`config.mk`:
```
export PLATFORM = sky130hd
export DESIGN_NAME = priority_batch_scheduler_flat
export DESIGN_NICKNAME = d
export VERILOG_FILES = /design/src/rtl/pbs_pkg.sv /design/src/rtl/pbs_if.sv /design/src/rtl/pbs_ram.sv /design/src/rtl/pbs_div.sv /design/src/rtl/priority_batch_scheduler.sv /design/src/flat_wrapper.sv
export VERILOG_INCLUDE_DIRS = /design/src /design/src/rtl
export SDC_FILE = /design/constraint.sdc
export NUM_CORES = 1
export LEC_CHECK = 0
export BUFFER_PORTS_ARGS = -buffer_cell sky130_fd_sc_hd__clkbuf_2
export CORE_MARGIN = 10
export CORE_UTILIZATION = 40
export DETAILED_ROUTE_END_ITERATION = 10
export RECOVER_POWER = 100
export SYNTH_ARGS = -nofsm -noshare
export SYNTH_HDL_FRONTEND = slang
export SYNTH_SLANG_ARGS = --single-unit
```
`constraint.sdc`:
```
create_clock -name clk -period 4.5 [get_ports clk]
set_input_delay 0.675 -clock clk [delete_from_list [all_inputs] [get_ports clk]]
set_output_delay 0.675 -clock clk [all_outputs]
set_load 0.02 [all_outputs]
```
`src/rtl/priority_batch_scheduler_assert.svh`:
```
// ----------------------------------------------------------------------------
// priority batch scheduler assertion macros
// clocked on clk, disabled while rst_n is low
// ----------------------------------------------------------------------------
`ifndef PRIORITY_BATCH_SCHEDULER_ASSERT_SVH
`define PRIORITY_BATCH_SCHEDULER_ASSERT_SVH

// property must hold at every clock edge out of reset
`define PBS_ASSERT(lbl, prop, msg) \
  lbl: assert property (@(posedge clk) disable iff (!rst_n) prop) \
    else $error(msg);

// condition must never be seen at a clock edge out of reset
`define PBS_ASSERT_NEVER(lbl, cond, msg) \
  lbl: assert property (@(posedge clk) disable iff (!rst_n) !(cond)) \
    else $error(msg);

`endif

```
`src/rtl/pbs_pkg.sv`:
```
// ----------------------------------------------------------------------------
// pbs_pkg
// types, widths and helpers shared by the priority batch scheduler
// ----------------------------------------------------------------------------
`timescale 1ns / 1ps

package pbs_pkg;

  localparam int MAX_TASKS = 16;

  localparam int IDX_W   = (MAX_TASKS > 1) ? $clog2(MAX_TASKS) : 1;
  localparam int CNT_W   = $clog2(MAX_TASKS + 1);

  localparam int ID_W    = 8;
  localparam int PRIO_W  = 8;
  localparam int BURST_W = 16;
  localparam int ENTRY_W = ID_W + PRIO_W + BURST_W;
  localparam int ID_LSB    = 0;
  localparam int PRIO_LSB  = ID_W;
  localparam int BURST_LSB = ID_W + PRIO_W;

  localparam int FIN_W  = 20;
  localparam int AVG_W  = 28;
  localparam int FRAC_W = 8;

  // running clock and sums are exact, saturated only on the way out
  localparam int CLK_W = (BURST_W + IDX_W > FIN_W) ? BURST_W + IDX_W : FIN_W;
  localparam int SUM_W = CLK_W + IDX_W;
  localparam int DIV_W = (SUM_W + FRAC_W > AVG_W) ? SUM_W + FRAC_W : AVG_W;
  localparam int DIV_CNT_W = $clog2(DIV_W + 1);

  localparam logic [FIN_W-1:0] FIN_MAX = {FIN_W{1'b1}};
  localparam logic [AVG_W-1:0] AVG_MAX = {AVG_W{1'b1}};

  typedef enum logic {
    FUNC_ADD,
    FUNC_RUN
  } pbs_func_t;

  typedef enum logic [1:0] {
    ST_DISPATCH,
    ST_ADDED,
    ST_FULL,
    ST_EMPTY
  } pbs_status_t;

  typedef enum logic [2:0] {
    S_IDLE,
    S_INS_RD,
    S_INS_CMP,
    S_RUN_RD,
    S_RUN_CALC,
    S_RUN_OUT,
    S_DIV_WAIT,
    S_DIV_TURN
  } pbs_state_t;

  typedef struct packed {
    logic             start;
    logic [DIV_W-1:0] dividend;
    logic [CNT_W-1:0] divisor;
  } pbs_div_req_t;

  typedef struct packed {
    logic             done;
    logic [DIV_W-1:0] quotient;
  } pbs_div_rsp_t;

  function automatic logic [FIN_W-1:0] sat_fin(input logic [CLK_W-1:0] v);
    if (v > CLK_W'(FIN_MAX)) begin
      return FIN_MAX;
    end
    return v[FIN_W-1:0];
  endfunction

  function automatic logic [AVG_W-1:0] sat_avg(input logic [DIV_W-1:0] v);
    if (v > DIV_W'(AVG_MAX)) begin
      return AVG_MAX;
    end
    return v[AVG_W-1:0];
  endfunction

endpackage

```
`src/rtl/pbs_if.sv`:
```
// ----------------------------------------------------------------------------
// pbs channel interfaces
// valid/ready channels for task items in and scheduler results out
// ----------------------------------------------------------------------------
`timescale 1ns / 1ps

interface pbs_in_if;
  logic                          valid;
  logic                          ready;
  logic                          func;
  logic [pbs_pkg::ID_W-1:0]      task_id;
  logic [pbs_pkg::PRIO_W-1:0]    task_priority;
  logic [pbs_pkg::BURST_W-1:0]   burst_length;

  modport source (output valid, func, task_id, task_priority, burst_length,
                  input ready);
  modport sink   (input valid, func, task_id, task_priority, burst_length,
                  output ready);
endinterface

interface pbs_out_if;
  logic                          valid;
  logic                          ready;
  logic [1:0]                    status;
  logic [pbs_pkg::ID_W-1:0]      out_task_id;
  logic [pbs_pkg::BURST_W-1:0]   out_burst;
  logic [pbs_pkg::FIN_W-1:0]     finish_time;
  logic [pbs_pkg::AVG_W-1:0]     avg_wait;
  logic [pbs_pkg::AVG_W-1:0]     avg_turnaround;
  logic [pbs_pkg::AVG_W-1:0]     avg_response;
  logic                          last;

  modport source (output valid, status, out_task_id, out_burst, finish_time,
                  avg_wait, avg_turnaround, avg_response, last,
                  input ready);
  modport sink   (input valid, status, out_task_id, out_burst, finish_time,
                  avg_wait, avg_turnaround, avg_response, last,
                  output ready);
endinterface

```
`src/rtl/pbs_ram.sv`:
```
// ----------------------------------------------------------------------------
// pbs_ram
// generic simple dual port ram, one write and one registered read port
// ----------------------------------------------------------------------------
`timescale 1ns / 1ps

module pbs_ram #(
  parameter int WIDTH = 32,
  parameter int DEPTH = 16
) (
  input  logic                                       clk,
  input  logic                                       we,
  input  logic [((DEPTH > 1) ? $clog2(DEPTH) : 1)-1:0] waddr,
  input  logic [WIDTH-1:0]                           wdata,
  input  logic [((DEPTH > 1) ? $clog2(DEPTH) : 1)-1:0] raddr,
  output logic [WIDTH-1:0]                           rdata
);

  logic [WIDTH-1:0] mem [DEPTH];

  always_ff @(posedge clk) begin
    if (we) begin
      mem[waddr] <= wdata;
    end
    rdata <= mem[raddr];
  end

endmodule

```
`src/rtl/pbs_div.sv`:
```
// ----------------------------------------------------------------------------
// pbs_div
// restoring divider, one quotient bit per cycle, shared by all averages
// ----------------------------------------------------------------------------
`timescale 1ns / 1ps

module pbs_div (
  input  logic                  clk,
  input  logic                  rst_n,
  input  pbs_pkg::pbs_div_req_t req,
  output pbs_pkg::pbs_div_rsp_t rsp
);

  localparam int DW = pbs_pkg::DIV_W;
  localparam int CW = pbs_pkg::CNT_W;

  logic                            busy_r;
  logic                            done_r;
  logic [pbs_pkg::DIV_CNT_W-1:0]   cnt_r;
  logic [DW-1:0]                   quo_r;
  logic [CW-1:0]                   rem_r;
  logic [CW-1:0]                   dsr_r;

  logic [CW:0] rem_sh;
  logic [CW:0] rem_sub;
  logic        q_bit;

  always_comb begin
    rem_sh  = {rem_r, quo_r[DW-1]};
    q_bit   = (rem_sh >= {1'b0, dsr_r});
    rem_sub = q_bit ? (rem_sh - {1'b0, dsr_r}) : rem_sh;
  end

  always_ff @(posedge clk) begin
    if (!rst_n) begin
      busy_r <= 1'b0;
      done_r <= 1'b0;
      cnt_r  <= '0;
    end else begin
      done_r <= 1'b0;
      if (req.start) begin
        busy_r <= 1'b1;
        cnt_r  <= '0;
      end else if (busy_r) begin
        cnt_r <= cnt_r + pbs_pkg::DIV_CNT_W'(1);
        if (cnt_r == pbs_pkg::DIV_CNT_W'(DW - 1)) begin
          busy_r <= 1'b0;
          done_r <= 1'b1;
        end
      end
    end
  end

  // dividend bits shift out the top while quotient bits shift in below
  always_ff @(posedge clk) begin
    if (req.start) begin
      quo_r <= req.dividend;
      rem_r <= '0;
      dsr_r <= req.divisor;
    end else if (busy_r) begin
      quo_r <= {quo_r[DW-2:0], q_bit};
      rem_r <= rem_sub[CW-1:0];
    end
  end

  assign rsp.done     = done_r;
  assign rsp.quotient = quo_r;

endmodule

```
`src/rtl/priority_batch_scheduler.sv`:
```
// ----------------------------------------------------------------------------
// priority_batch_scheduler
// non-preemptive priority batch: sorted task table, drain with timing stats
// ----------------------------------------------------------------------------
//  channel  | dir | handshake           | payload
//  in_ch    | in  | valid/ready         | func, task_id, task_priority, burst_length
//  out_ch   | out | valid/ready         | status, ids, burst, finish, averages, last
//
//  add: the walk goes down from the tail through the single read port of the
//  task table, reading and comparing each entry, until it reaches slot zero or
//  meets an entry of equal or higher priority.
//  run: reads and emits each task in turn, waiting on out_ch; the final task
//  is emitted with last and the averages after two bit-serial divisions.
//  full and empty items answer from idle. in_ch.ready is low while busy
//  or while a result waits on out_ch. reset is synchronous; the table needs
//  no clearing pass since only the first count entries are ever read.
// ----------------------------------------------------------------------------
`timescale 1ns / 1ps
`include "priority_batch_scheduler_assert.svh"

module priority_batch_scheduler (
  input  logic        clk,
  input  logic        rst_n,
  pbs_in_if.sink      in_ch,
  pbs_out_if.source   out_ch
);

  localparam int IW = pbs_pkg::IDX_W;
  localparam int CW = pbs_pkg::CNT_W;
  localparam int KW = pbs_pkg::CLK_W;
  localparam int SW = pbs_pkg::SUM_W;

  pbs_pkg::pbs_state_t state_r, state_nxt;
  logic [CW-1:0]       count_r, count_nxt;
  logic [CW-1:0]       idx_r, idx_nxt;
  logic [KW-1:0]       clock_r, clock_nxt;
  logic [SW-1:0]       sum_r, sum_nxt;
  logic                out_valid_r, out_valid_nxt;

  logic [pbs_pkg::ENTRY_W-1:0] new_entry_r, new_entry_nxt;

  logic [1:0]                  status_r, status_nxt;
  logic [pbs_pkg::ID_W-1:0]    id_r, id_nxt;
  logic [pbs_pkg::BURST_W-1:0] burst_r, burst_nxt;
  logic [pbs_pkg::FIN_W-1:0]   fin_r, fin_nxt;
  logic [pbs_pkg::AVG_W-1:0]   avg_wait_r, avg_wait_nxt;
  logic [pbs_pkg::AVG_W-1:0]   avg_turn_r, avg_turn_nxt;
  logic [pbs_pkg::AVG_W-1:0]   avg_resp_r, avg_resp_nxt;
  logic                        last_r, last_nxt;

  logic                        ram_we;
  logic [IW-1:0]               ram_waddr;
  logic [pbs_pkg::ENTRY_W-1:0] ram_wdata;
  logic [IW-1:0]               ram_raddr;
  logic [pbs_pkg::ENTRY_W-1:0] ram_rdata;

  pbs_pkg::pbs_div_req_t div_req;
  pbs_pkg::pbs_div_rsp_t div_rsp;

  logic                        in_fire;
  logic                        out_fire;
  logic [CW-1:0]               idx_dec;
  logic [KW-1:0]               clock_add;
  logic [SW-1:0]               sum_turn;
  logic [pbs_pkg::BURST_W-1:0] rd_burst;
  logic                        emit_short;
  pbs_pkg::pbs_status_t        emit_status;

  pbs_ram #(
    .WIDTH (pbs_pkg::ENTRY_W),
    .DEPTH (pbs_pkg::MAX_TASKS)
  ) u_table (
    .clk   (clk),
    .we    (ram_we),
    .waddr (ram_waddr),
    .wdata (ram_wdata),
    .raddr (ram_raddr),
    .rdata (ram_rdata)
  );

  pbs_div u_div (
    .clk   (clk),
    .rst_n (rst_n),
    .req   (div_req),
    .rsp   (div_rsp)
  );

  assign in_ch.ready = (state_r == pbs_pkg::S_IDLE) && !out_valid_r;
  assign in_fire     = in_ch.valid && in_ch.ready;
  assign out_fire    = out_valid_r && out_ch.ready;

  assign idx_dec   = idx_r - CW'(1);
  assign rd_burst  = ram_rdata[pbs_pkg::BURST_LSB +: pbs_pkg::BURST_W];
  assign clock_add = clock_r + KW'(rd_burst);
  assign sum_turn  = sum_r + SW'(clock_r);

  always_comb begin
    state_nxt     = state_r;
    count_nxt     = count_r;
    idx_nxt       = idx_r;
    clock_nxt     = clock_r;
    sum_nxt       = sum_r;
    new_entry_nxt = new_entry_r;
    out_valid_nxt = out_valid_r && !out_ch.ready;
    status_nxt    = status_r;
    id_nxt        = id_r;
    burst_nxt     = burst_r;
    fin_nxt       = fin_r;
    avg_wait_nxt  = avg_wait_r;
    avg_turn_nxt  = avg_turn_r;
    avg_resp_nxt  = avg_resp_r;
    last_nxt      = last_r;

    ram_we    = 1'b0;
    ram_waddr = idx_r[IW-1:0];
    ram_wdata = new_entry_r;
    ram_raddr = idx_r[IW-1:0];

    div_req.start    = 1'b0;
    div_req.dividend = pbs_pkg::DIV_W'({sum_r, pbs_pkg::FRAC_W'(0)});
    div_req.divisor  = count_r;

    emit_short  = 1'b0;
    emit_status = pbs_pkg::ST_ADDED;

    case (state_r)
      pbs_pkg::S_IDLE: begin
        if (in_fire) begin
          if (in_ch.func == pbs_pkg::FUNC_ADD) begin
            if (count_r == CW'(pbs_pkg::MAX_TASKS)) begin
              emit_short  = 1'b1;
              emit_status = pbs_pkg::ST_FULL;
            end else begin
              new_entry_nxt = {in_ch.burst_length, in_ch.task_priority, in_ch.task_id};
              idx_nxt       = count_r;
              state_nxt     = pbs_pkg::S_INS_RD;
            end
          end else if (count_r == '0) begin
            emit_short  = 1'b1;
            emit_status = pbs_pkg::ST_EMPTY;
          end else begin
            idx_nxt   = '0;
            clock_nxt = '0;
            sum_nxt   = '0;
            state_nxt = pbs_pkg::S_RUN_RD;
          end
        end
      end

      // walk down from the tail, moving lower-priority entries up one slot
      pbs_pkg::S_INS_RD: begin
        if (idx_r == '0) begin
          ram_we     = 1'b1;
          count_nxt  = count_r + CW'(1);
          emit_short = 1'b1;
          state_nxt  = pbs_pkg::S_IDLE;
        end else begin
          ram_raddr = idx_dec[IW-1:0];
          state_nxt = pbs_pkg::S_INS_CMP;
        end
      end

      pbs_pkg::S_INS_CMP: begin
        ram_we = 1'b1;
        if (ram_rdata[pbs_pkg::PRIO_LSB +: pbs_pkg::PRIO_W] <
            new_entry_r[pbs_pkg::PRIO_LSB +: pbs_pkg::PRIO_W]) begin
          ram_wdata = ram_rdata;
          idx_nxt   = idx_dec;
          state_nxt = pbs_pkg::S_INS_RD;
        end else begin
          count_nxt  = count_r + CW'(1);
          emit_short = 1'b1;
          state_nxt  = pbs_pkg::S_IDLE;
        end
      end

      pbs_pkg::S_RUN_RD: begin
        state_nxt = pbs_pkg::S_RUN_CALC;
      end

      pbs_pkg::S_RUN_CALC: begin
        clock_nxt    = clock_add;
        status_nxt   = pbs_pkg::ST_DISPATCH;
        id_nxt       = ram_rdata[pbs_pkg::ID_LSB +: pbs_pkg::ID_W];
        burst_nxt    = rd_burst;
        fin_nxt      = pbs_pkg::sat_fin(clock_add);
        avg_wait_nxt = '0;
        avg_turn_nxt = '0;
        avg_resp_nxt = '0;
        last_nxt     = 1'b0;
        if ((idx_r + CW'(1)) == count_r) begin
          // sum_r holds every finish time but the final one
          div_req.start = 1'b1;
          state_nxt     = pbs_pkg::S_DIV_WAIT;
        end else begin
          out_valid_nxt = 1'b1;
          state_nxt     = pbs_pkg::S_RUN_OUT;
        end
      end

      pbs_pkg::S_RUN_OUT: begin
        if (out_fire) begin
          sum_nxt   = sum_turn;
          idx_nxt   = idx_r + CW'(1);
          state_nxt = pbs_pkg::S_RUN_RD;
        end
      end

      // wait and response sums are the same value
      pbs_pkg::S_DIV_WAIT: begin
        if (div_rsp.done) begin
          avg_wait_nxt     = pbs_pkg::sat_avg(div_rsp.quotient);
          avg_resp_nxt     = pbs_pkg::sat_avg(div_rsp.quotient);
          div_req.start    = 1'b1;
          div_req.dividend = pbs_pkg::DIV_W'({sum_turn, pbs_pkg::FRAC_W'(0)});
          state_nxt        = pbs_pkg::S_DIV_TURN;
        end
      end

      pbs_pkg::S_DIV_TURN: begin
        if (div_rsp.done) begin
          avg_turn_nxt  = pbs_pkg::sat_avg(div_rsp.quotient);
          last_nxt      = 1'b1;
          out_valid_nxt = 1'b1;
          count_nxt     = '0;
          state_nxt     = pbs_pkg::S_IDLE;
        end
      end

      default: begin
        state_nxt = pbs_pkg::S_IDLE;
      end
    endcase

    if (emit_short) begin
      out_valid_nxt = 1'b1;
      status_nxt    = emit_status;
      id_nxt        = '0;
      burst_nxt     = '0;
      fin_nxt       = '0;
      avg_wait_nxt  = '0;
      avg_turn_nxt  = '0;
      avg_resp_nxt  = '0;
      last_nxt      = 1'b1;
    end
  end

  always_ff @(posedge clk) begin
    if (!rst_n) begin
      state_r     <= pbs_pkg::S_IDLE;
      count_r     <= '0;
      out_valid_r <= 1'b0;
    end else begin
      state_r     <= state_nxt;
      count_r     <= count_nxt;
      out_valid_r <= out_valid_nxt;
    end
  end

  always_ff @(posedge clk) begin
    idx_r       <= idx_nxt;
    clock_r     <= clock_nxt;
    sum_r       <= sum_nxt;
    new_entry_r <= new_entry_nxt;
    status_r    <= status_nxt;
    id_r        <= id_nxt;
    burst_r     <= burst_nxt;
    fin_r       <= fin_nxt;
    avg_wait_r  <= avg_wait_nxt;
    avg_turn_r  <= avg_turn_nxt;
    avg_resp_r  <= avg_resp_nxt;
    last_r      <= last_nxt;
  end

  assign out_ch.valid          = out_valid_r;
  assign out_ch.status         = status_r;
  assign out_ch.out_task_id    = id_r;
  assign out_ch.out_burst      = burst_r;
  assign out_ch.finish_time    = fin_r;
  assign out_ch.avg_wait       = avg_wait_r;
  assign out_ch.avg_turnaround = avg_turn_r;
  assign out_ch.avg_response   = avg_resp_r;
  assign out_ch.last           = last_r;

  `PBS_ASSERT_NEVER(a_count_range, count_r > CW'(pbs_pkg::MAX_TASKS), "task count overflow")
  `PBS_ASSERT(a_div_owner, div_rsp.done |-> (state_r == pbs_pkg::S_DIV_WAIT || state_r == pbs_pkg::S_DIV_TURN), "divider result with no waiter")
  `PBS_ASSERT(a_final_clears, (out_fire && last_r && status_r == pbs_pkg::ST_DISPATCH) |-> count_r == '0, "table not emptied after run")
  `PBS_ASSERT(a_ins_idx, (state_r == pbs_pkg::S_INS_CMP) |-> idx_r != '0, "insert compare at slot zero")

endmodule
```
`src/flat_wrapper.sv`:
```
// flat-port wrapper written by rule: the top's interface ports become plain ports
module priority_batch_scheduler_flat 
  (clk, rst_n, in_ch_valid, in_ch_func, in_ch_task_id, in_ch_task_priority, in_ch_burst_length, in_ch_ready, out_ch_valid, out_ch_status, out_ch_out_task_id, out_ch_out_burst, out_ch_finish_time, out_ch_avg_wait, out_ch_avg_turnaround, out_ch_avg_response, out_ch_last, out_ch_ready);
  pbs_in_if in_ch_i ();
  pbs_out_if out_ch_i ();
  input  logic clk;
  input  logic rst_n;
  input wire logic [$bits(in_ch_i.valid)-1:0] in_ch_valid;
  input wire logic [$bits(in_ch_i.func)-1:0] in_ch_func;
  input wire logic [$bits(in_ch_i.task_id)-1:0] in_ch_task_id;
  input wire logic [$bits(in_ch_i.task_priority)-1:0] in_ch_task_priority;
  input wire logic [$bits(in_ch_i.burst_length)-1:0] in_ch_burst_length;
  output wire logic [$bits(in_ch_i.ready)-1:0] in_ch_ready;
  output wire logic [$bits(out_ch_i.valid)-1:0] out_ch_valid;
  output wire logic [$bits(out_ch_i.status)-1:0] out_ch_status;
  output wire logic [$bits(out_ch_i.out_task_id)-1:0] out_ch_out_task_id;
  output wire logic [$bits(out_ch_i.out_burst)-1:0] out_ch_out_burst;
  output wire logic [$bits(out_ch_i.finish_time)-1:0] out_ch_finish_time;
  output wire logic [$bits(out_ch_i.avg_wait)-1:0] out_ch_avg_wait;
  output wire logic [$bits(out_ch_i.avg_turnaround)-1:0] out_ch_avg_turnaround;
  output wire logic [$bits(out_ch_i.avg_response)-1:0] out_ch_avg_response;
  output wire logic [$bits(out_ch_i.last)-1:0] out_ch_last;
  input wire logic [$bits(out_ch_i.ready)-1:0] out_ch_ready;
  assign in_ch_i.valid = in_ch_valid;
  assign in_ch_i.func = in_ch_func;
  assign in_ch_i.task_id = in_ch_task_id;
  assign in_ch_i.task_priority = in_ch_task_priority;
  assign in_ch_i.burst_length = in_ch_burst_length;
  assign in_ch_ready = in_ch_i.ready;
  assign out_ch_valid = out_ch_i.valid;
  assign out_ch_status = out_ch_i.status;
  assign out_ch_out_task_id = out_ch_i.out_task_id;
  assign out_ch_out_burst = out_ch_i.out_burst;
  assign out_ch_finish_time = out_ch_i.finish_time;
  assign out_ch_avg_wait = out_ch_i.avg_wait;
  assign out_ch_avg_turnaround = out_ch_i.avg_turnaround;
  assign out_ch_avg_response = out_ch_i.avg_response;
  assign out_ch_last = out_ch_i.last;
  assign out_ch_i.ready = out_ch_ready;
  priority_batch_scheduler u_core (.clk(clk), .rst_n(rst_n), .in_ch(in_ch_i), .out_ch(out_ch_i));
endmodule
```
---- After elaboration in Yosys (flattened, before gate mapping) ----
Memories as Yosys holds them, arrays and structs flattened. A register that Yosys moved wholly into a read port is not among the register bits.
Cells that the tools add are included.
W data, S select, Z words.
word-level totals
  bits in registers ....................... 243
  bits of input ports ..................... 37
  RAM bits ................................ 512
  logic and storage cells ................. 168
  output and inout bits ................... 133
  memories ................................ 1
memories
  name                depth  bits a word  read ports  clocked after Yosys merged registers in  write ports  RTL line       text
  u_core.u_table.mem  16     32           1           1                                        1            pbs_ram.sv:19  logic [WIDTH-1:0] mem [DEPTH];
operators by class
  eq/ne operators ......................... 21
  reduce and logical (&&, ||, !) cells .... 27
  order comparisons ....................... 4
  bitwise logic cells ..................... 4
  add/sub/neg operators ................... 7
  muxes and demuxes ....................... 84
operator list
  operator                number
  $mux W32                5
  $mux W28                5
  $pmux W28 S2            2
  $mux W20                5
  $mux W24                4
  $mux W5                 10
  $pmux W24 S2            1
  $pmux W20 S2            1
  $mux W33                1
  $gt A32 B28 Y1 const B  1
  $pmux W5 S3             2
  $add A24 B20 Y24        1
  $mux W1                 24
  $pmux W3 S8             1
  $mux W3                 7
  $add A20 B16 Y20        1
  $gt A20 B20 Y1 const B  1
  $mux W2                 9
  $eq A3 B3 Y1 const B    4
  $reduce_and A4 Y1       3
  $reduce_and A6 Y1       2
  $reduce_bool A2 Y1      6
  $add A5 B1 Y5 const B   2
  $logic_not A5 Y1        2
  other kinds (25)        47

---- Logic depth before layout (Yosys ltp) ----
  word-level depth ........................ 7
  gate-level depth with buffers ........... 14
  mapped depth without buffers ............ 10

---- Modules after synthesis ----
A second synthesis with hierarchy kept.
second synthesis, totals
  cells, all modules ...................... 2168
  area total of the unflattened synthesis .. 32537.5 sq um
modules (own cells, without submodules)
  module                    cells each  area each (sq um)  instances  sequential area each (sq um)
  pbs_ram                   838         19835.3            1          16015.4
  priority_batch_scheduler  1168        10436.3            1          4694.5
  pbs_div                   162         2265.9             1          1371.3

---- Worst setup path before layout ----
OpenSTA, ideal clock, no wires.
  path type ............................... flip-flop to flip-flop
  start point ............................. reg u_core.idx_r[0]
  end point ............................... mem u_core.u_table.mem[3][0], enable pin
  setup time .............................. 0.461 ns
  period minus slack after synthesis ...... 4.547 ns
  data required time ...................... 4.039 ns
  arrival time ............................ 4.086 ns
  path slack .............................. -0.047 ns
  cell stages (with the launch flop) ...... 10
  path through ............................ edfxtp_1 -> clkbuf_2 -> inv_1 -> ha_1 -> buf_2 -> nor4b_4 -> nand2_1 -> nand2_1 -> nand2_1 -> nor3_1
between the ends
  cells in the longest elaborated chain, start to end .. 5
RTL lines
  item                           RTL line                         text
  start: declaration             priority_batch_scheduler.sv:35   logic [CW-1:0] idx_r, idx_nxt;
  start signal: assignment       priority_batch_scheduler.sv:261  idx_r <= idx_nxt;
  $logic_not A5 Y1               priority_batch_scheduler.sv:152  if (idx_r == '0) begin
  $mux W1                        priority_batch_scheduler.sv:152
  $pmux W1 S2                    priority_batch_scheduler.sv:126  case (state_r)
  $mux W1                        pbs_ram.sv:22                    if (we) begin
  $mux W1 (not written as such)  pbs_ram.sv:23                    mem[waddr] <= wdata;
  end: declaration               pbs_ram.sv:19
Parallel ways exist; a longest one is shown, timed or not.

---- Worst setup path after layout ----
  start point ............................. reg u_core.state_r[1]
  end point ............................... mem u_core.u_table.mem[8][30], enable pin
between the ends
  cells in the longest elaborated chain, start to end .. 4
  elaborated cells between the ends (all ways) .. 5
RTL lines
  item                                          RTL line                         text
  start: declaration                            priority_batch_scheduler.sv:33   pbs_pkg::pbs_state_t state_r, state_nxt;
  start signal: assignment                      priority_batch_scheduler.sv:250  state_r <= pbs_pkg::S_IDLE;
  start signal: assignment                      priority_batch_scheduler.sv:254  state_r <= state_nxt;
  $eq A3 B2 Y1 or $eq A3 B1 Y1 (tied branches)  priority_batch_scheduler.sv:126
  $pmux W1 S2 *                                 priority_batch_scheduler.sv:126
  $mux W1 *                                     pbs_ram.sv:22
  $mux W1 (not written as such) *               pbs_ram.sv:23
Mark *: on every way between the ends. The rest lies on a longest branch, timed or not.

==> qor.yml <==
status: "finished, violations left"
violations: "max-capacitance violations, max-slew violations"
syn-mean-instance-area_um2: 12.1
grt_start_max_net_pins: 134
synth_edf_count: 632
gr-usage-met1_pct: 24.7
placed_cell_area_um2: 35800
gp_congestion: 0.841
cts_buffers: 84
drive_gt1_share_pct: 8.68
rsz0062_at_grt: "false"
holdPathEnd: "u_core.new_entry_r[6]$_DFFE_PP_"
globalRouteOverflowTotal: 0
post_cts.repair.setup_buffers: 0
wl_per_cell_um: 22.5
async_reset_ff_share_pct: 0
mostFrequentLayoutCell: "edfxtp_1"
drv_slew: 47
fmax_mhz: 250
path_max_fanout: 15
grt_pass1_wl_um: 137000
dieArea_um2: 96200
regToRegSetupSlack_ns: 0.51
leakage_nw: 12.9
fin_ws_ns: 0.507
criticalPathCategory: "reg -> reg"
holdCritPathClass: "in -> reg"
first_pass_iters: 5
ioPinCount: 170
yosysSeqAreaShare_pct: 65.5
period_share_pct: 88.7
grt_usage_pct: 18.3
syn_nets: 2878
min_period_ns: 3.99
die_height_um: 310
use_met2_pct: 30.0
post_cts_resized: 0
syn_to_final_growth_pct: 13.5
reg2reg_to: "u_core.u_table.mem[8][30]$_DFFE_PP_"
crit_path_start_kind: "register"
p_sw_mw: 10.5
crit_required_ns: 4.78
dp_slack_ns: 0.728
peakVddDrop_uv: 891
synth_flop_cell: "edfxtp_1"
cts_buffer_depth: 3
core_um2: 83600
holdPathStages: 1
fp.dieW_um: 310
fin_area_um2: 38200
antenna_found_initial: 1
p_total_mw: 26.9
cap_violations: 3
clock_latency_ns: 0.65
vias: 23200
tns_ns: 0
end_kind: "register"
synth_cell_types: 75
wl_um: 90800
clkTransAtPathRegs_ns: 0.06
antenna_left: 0
powerDensity_nw_per_um2: 704
use_met3_pct: 2.90
finClkSkew_ns: 0.0420
layout_common_cells: "edfxtp_1 (632), a21oi_1 (320), nand3_1 (308)"
switching_share_pct: 39.2
rr_startpoint: "u_core.state_r[1]$_SDFFE_PN0P_"
setup_viol: 0
synth.ff_latch_count: 787
hp-start: "in_ch_task_id[6]"
cts_tree: "yes"
syn_area_um2: 33700
max_slew_margin_pct: -34.1
crit_chain: "inv_1 > nor3_1 > nand2_1 > nor2_1 > clkbuf_2"
top_usage_layer: "met2"
finalNetCount: 2988
power_frac_seq_pct: 36.0
p_int_mw: 16.4
clock-root-buffer: "clkbuf_16"
reg2reg_depth: 5
io_buffer_count: 169
hold_violations: 0
cp_data_arrival_time_ns: 4.27
max_stage_delay_ns: 1.55
synthCells: 2783
hold_buffers: 0
comb_power_share_pct: 37.2
crit_family: "simple AND/OR/NAND/NOR gates"
path_buf_inv: 2
h-tree-depth: 3
worstMarginPinSlew_ns: 2.00
drc: 0
yosysWarnings: 0
clkPwrFrac_pct: 26.7
viasPerCell: 5.75
num_rows: 106
fin_util_pct: 45.8
cpMaxStageDelayCell: "nor2_1"
clock_sinks: 787
grt_pass1_vias: 22600
drtIter0Drc: 1862
start_util_pct: 40.3
place_hpwl_um: 55400
layer usage:
metal  wire length, um  part of all wire [%]
met3              6300                   6.9
met5                 0                     0
met1             39100                    43
met2             43000                    47
met4              2360                   2.6
stage by stage:
| stage | cells | hold WS (ns) |
|---|---|---|
| 2_1_floorplan | 2783 | 0.403 |
| 3_3_place_gp | 3887 | 0.438 |
| 3_5_place_dp | 3887 | 0.438 |
| 4_1_cts | 4040 | 0.151 |
| 5_1_grt | 4040 | 0.164 |
| 6_report | 4041 | 0.200 |
cell families (layout without fill, tap and decap cells):
kind of cell             after synthesis  count (layout)  synth area share (%)
flip-flops                           787             787                  65.5
other                                  0               1                     0
AND/OR/NAND/NOR                      743             743                  10.5
XOR/XNOR                              54              54                  1.49
AO/OA/AOI/OAI                        780             780                  14.4
multiplexers                          52              52                  1.68
buffers and inverters                309             486                  4.16
adder cells (fa/ha/maj)               58              58                  2.22
flip-flops by register name (all words and copies together), names as in the netlist:
| register | flops |
|---|---|
| u_core.clock_r | 20 |
| u_core.count_r | 5 |
| u_core.idx_r | 5 |
| u_core.new_entry_r | 32 |
| u_core.out_ch.avg_turnaround | 28 |
| u_core.out_ch.avg_wait | 28 |
| u_core.out_ch.finish_time | 20 |
| u_core.out_ch.last | 1 |
| u_core.out_ch.out_burst | 16 |
| u_core.out_ch.out_task_id | 8 |
| u_core.out_ch.status | 2 |
| u_core.out_ch.valid | 1 |
| u_core.state_r | 3 |
| u_core.sum_r | 24 |
| u_core.u_div.busy_r | 1 |
| u_core.u_div.cnt_r | 6 |
| u_core.u_div.done_r | 1 |
| u_core.u_div.dsr_r | 5 |
| u_core.u_div.quo_r | 32 |
| u_core.u_div.rem_r | 5 |
| u_core.u_table.mem | 512 |
| u_core.u_table.rdata | 32 |
cells in the mapped netlist, types with 4 or more instances:
cell type / n / share of area (%)
buf_1: 8 / 0.089
nand2b_1: 10 / 0.19
o21bai_1: 7 / 0.16
o21a_1: 10 / 0.22
a21o_1: 30 / 0.67
a211oi_1: 79 / 1.8
ha_1: 55 / 2.0
and2_1: 16 / 0.30
a21oi_1: 320 / 4.8
nand2_1: 192 / 2.1
o22ai_1: 4 / 0.074
nor2_1: 95 / 1.1
o31ai_1: 5 / 0.11
nand3_1: 308 / 4.6
mux2i_1: 15 / 0.45
and3_1: 19 / 0.35
or4_1: 4 / 0.089
a22o_1: 4 / 0.10
buf_4: 44 / 0.98
clkbuf_1: 96 / 1.1
a221oi_1: 64 / 1.7
nor3_1: 56 / 0.83
xor2_1: 18 / 0.47
o21ai_0: 118 / 1.8
nand4_1: 6 / 0.11
o21ai_1: 6 / 0.089
buf_2: 60 / 0.89
xnor2_1: 33 / 0.86
edfxtp_1: 632 / 56
dfxtp_1: 155 / 9.2
o211ai_1: 25 / 0.56
nor2b_1: 13 / 0.24
a22oi_1: 34 / 0.76
inv_1: 99 / 1.1
mux2_2: 37 / 1.2
a31oi_1: 40 / 0.74
or3_1: 4 / 0.074
final cells by class:
| class | instances | area (um2) |
|---|---|---|
| clock inverter | 38 | 581 |
| tap | 1080 | 1350 |
| fill | 7562 | 45300 |
| sequential | 787 | 22100 |
| timing repair buffer | 233 | 1180 |
| clock buffer | 115 | 2320 |
| inverter | 100 | 375 |
| multi-input combinational | 1687 | 10400 |
| antenna | 1 | 2.50 |
power groups by stage:
stage | registers (mW) | logic (mW) | clock network, mW
after global placement | 9.84 | 10.0 | 0
after floorplan | 9.75 | 7.03 | 0
after detailed placement | 9.85 | 10.2 | 0
after CTS | 9.71 | 10.2 | 7.33
after global routing | 9.77 | 11.0 | 7.63
final | 9.71 | 10.0 | 7.19
worst max-delay path by stage:
stage | startpoint | cells past startpoint | to
global placement | u_core.new_entry_r[14]$_DFFE_PP_ | 7 | u_core.u_table.mem[8][14]$_DFFE_PP_
floorplan | in_ch_valid | 3 | u_core.new_entry_r[0]$_DFFE_PP_
CTS | u_core.new_entry_r[14]$_DFFE_PP_ | 7 | u_core.u_table.mem[13][15]$_DFFE_PP_
detailed placement | u_core.new_entry_r[11]$_DFFE_PP_ | 7 | u_core.u_table.mem[13][15]$_DFFE_PP_
finish | u_core.state_r[1]$_SDFFE_PN0P_ | 5 | u_core.u_table.mem[8][30]$_DFFE_PP_
global route | u_core.state_r[1]$_SDFFE_PN0P_ | 5 | u_core.u_table.mem[8][30]$_DFFE_PP_
Power figures use the tool's default switching activity.
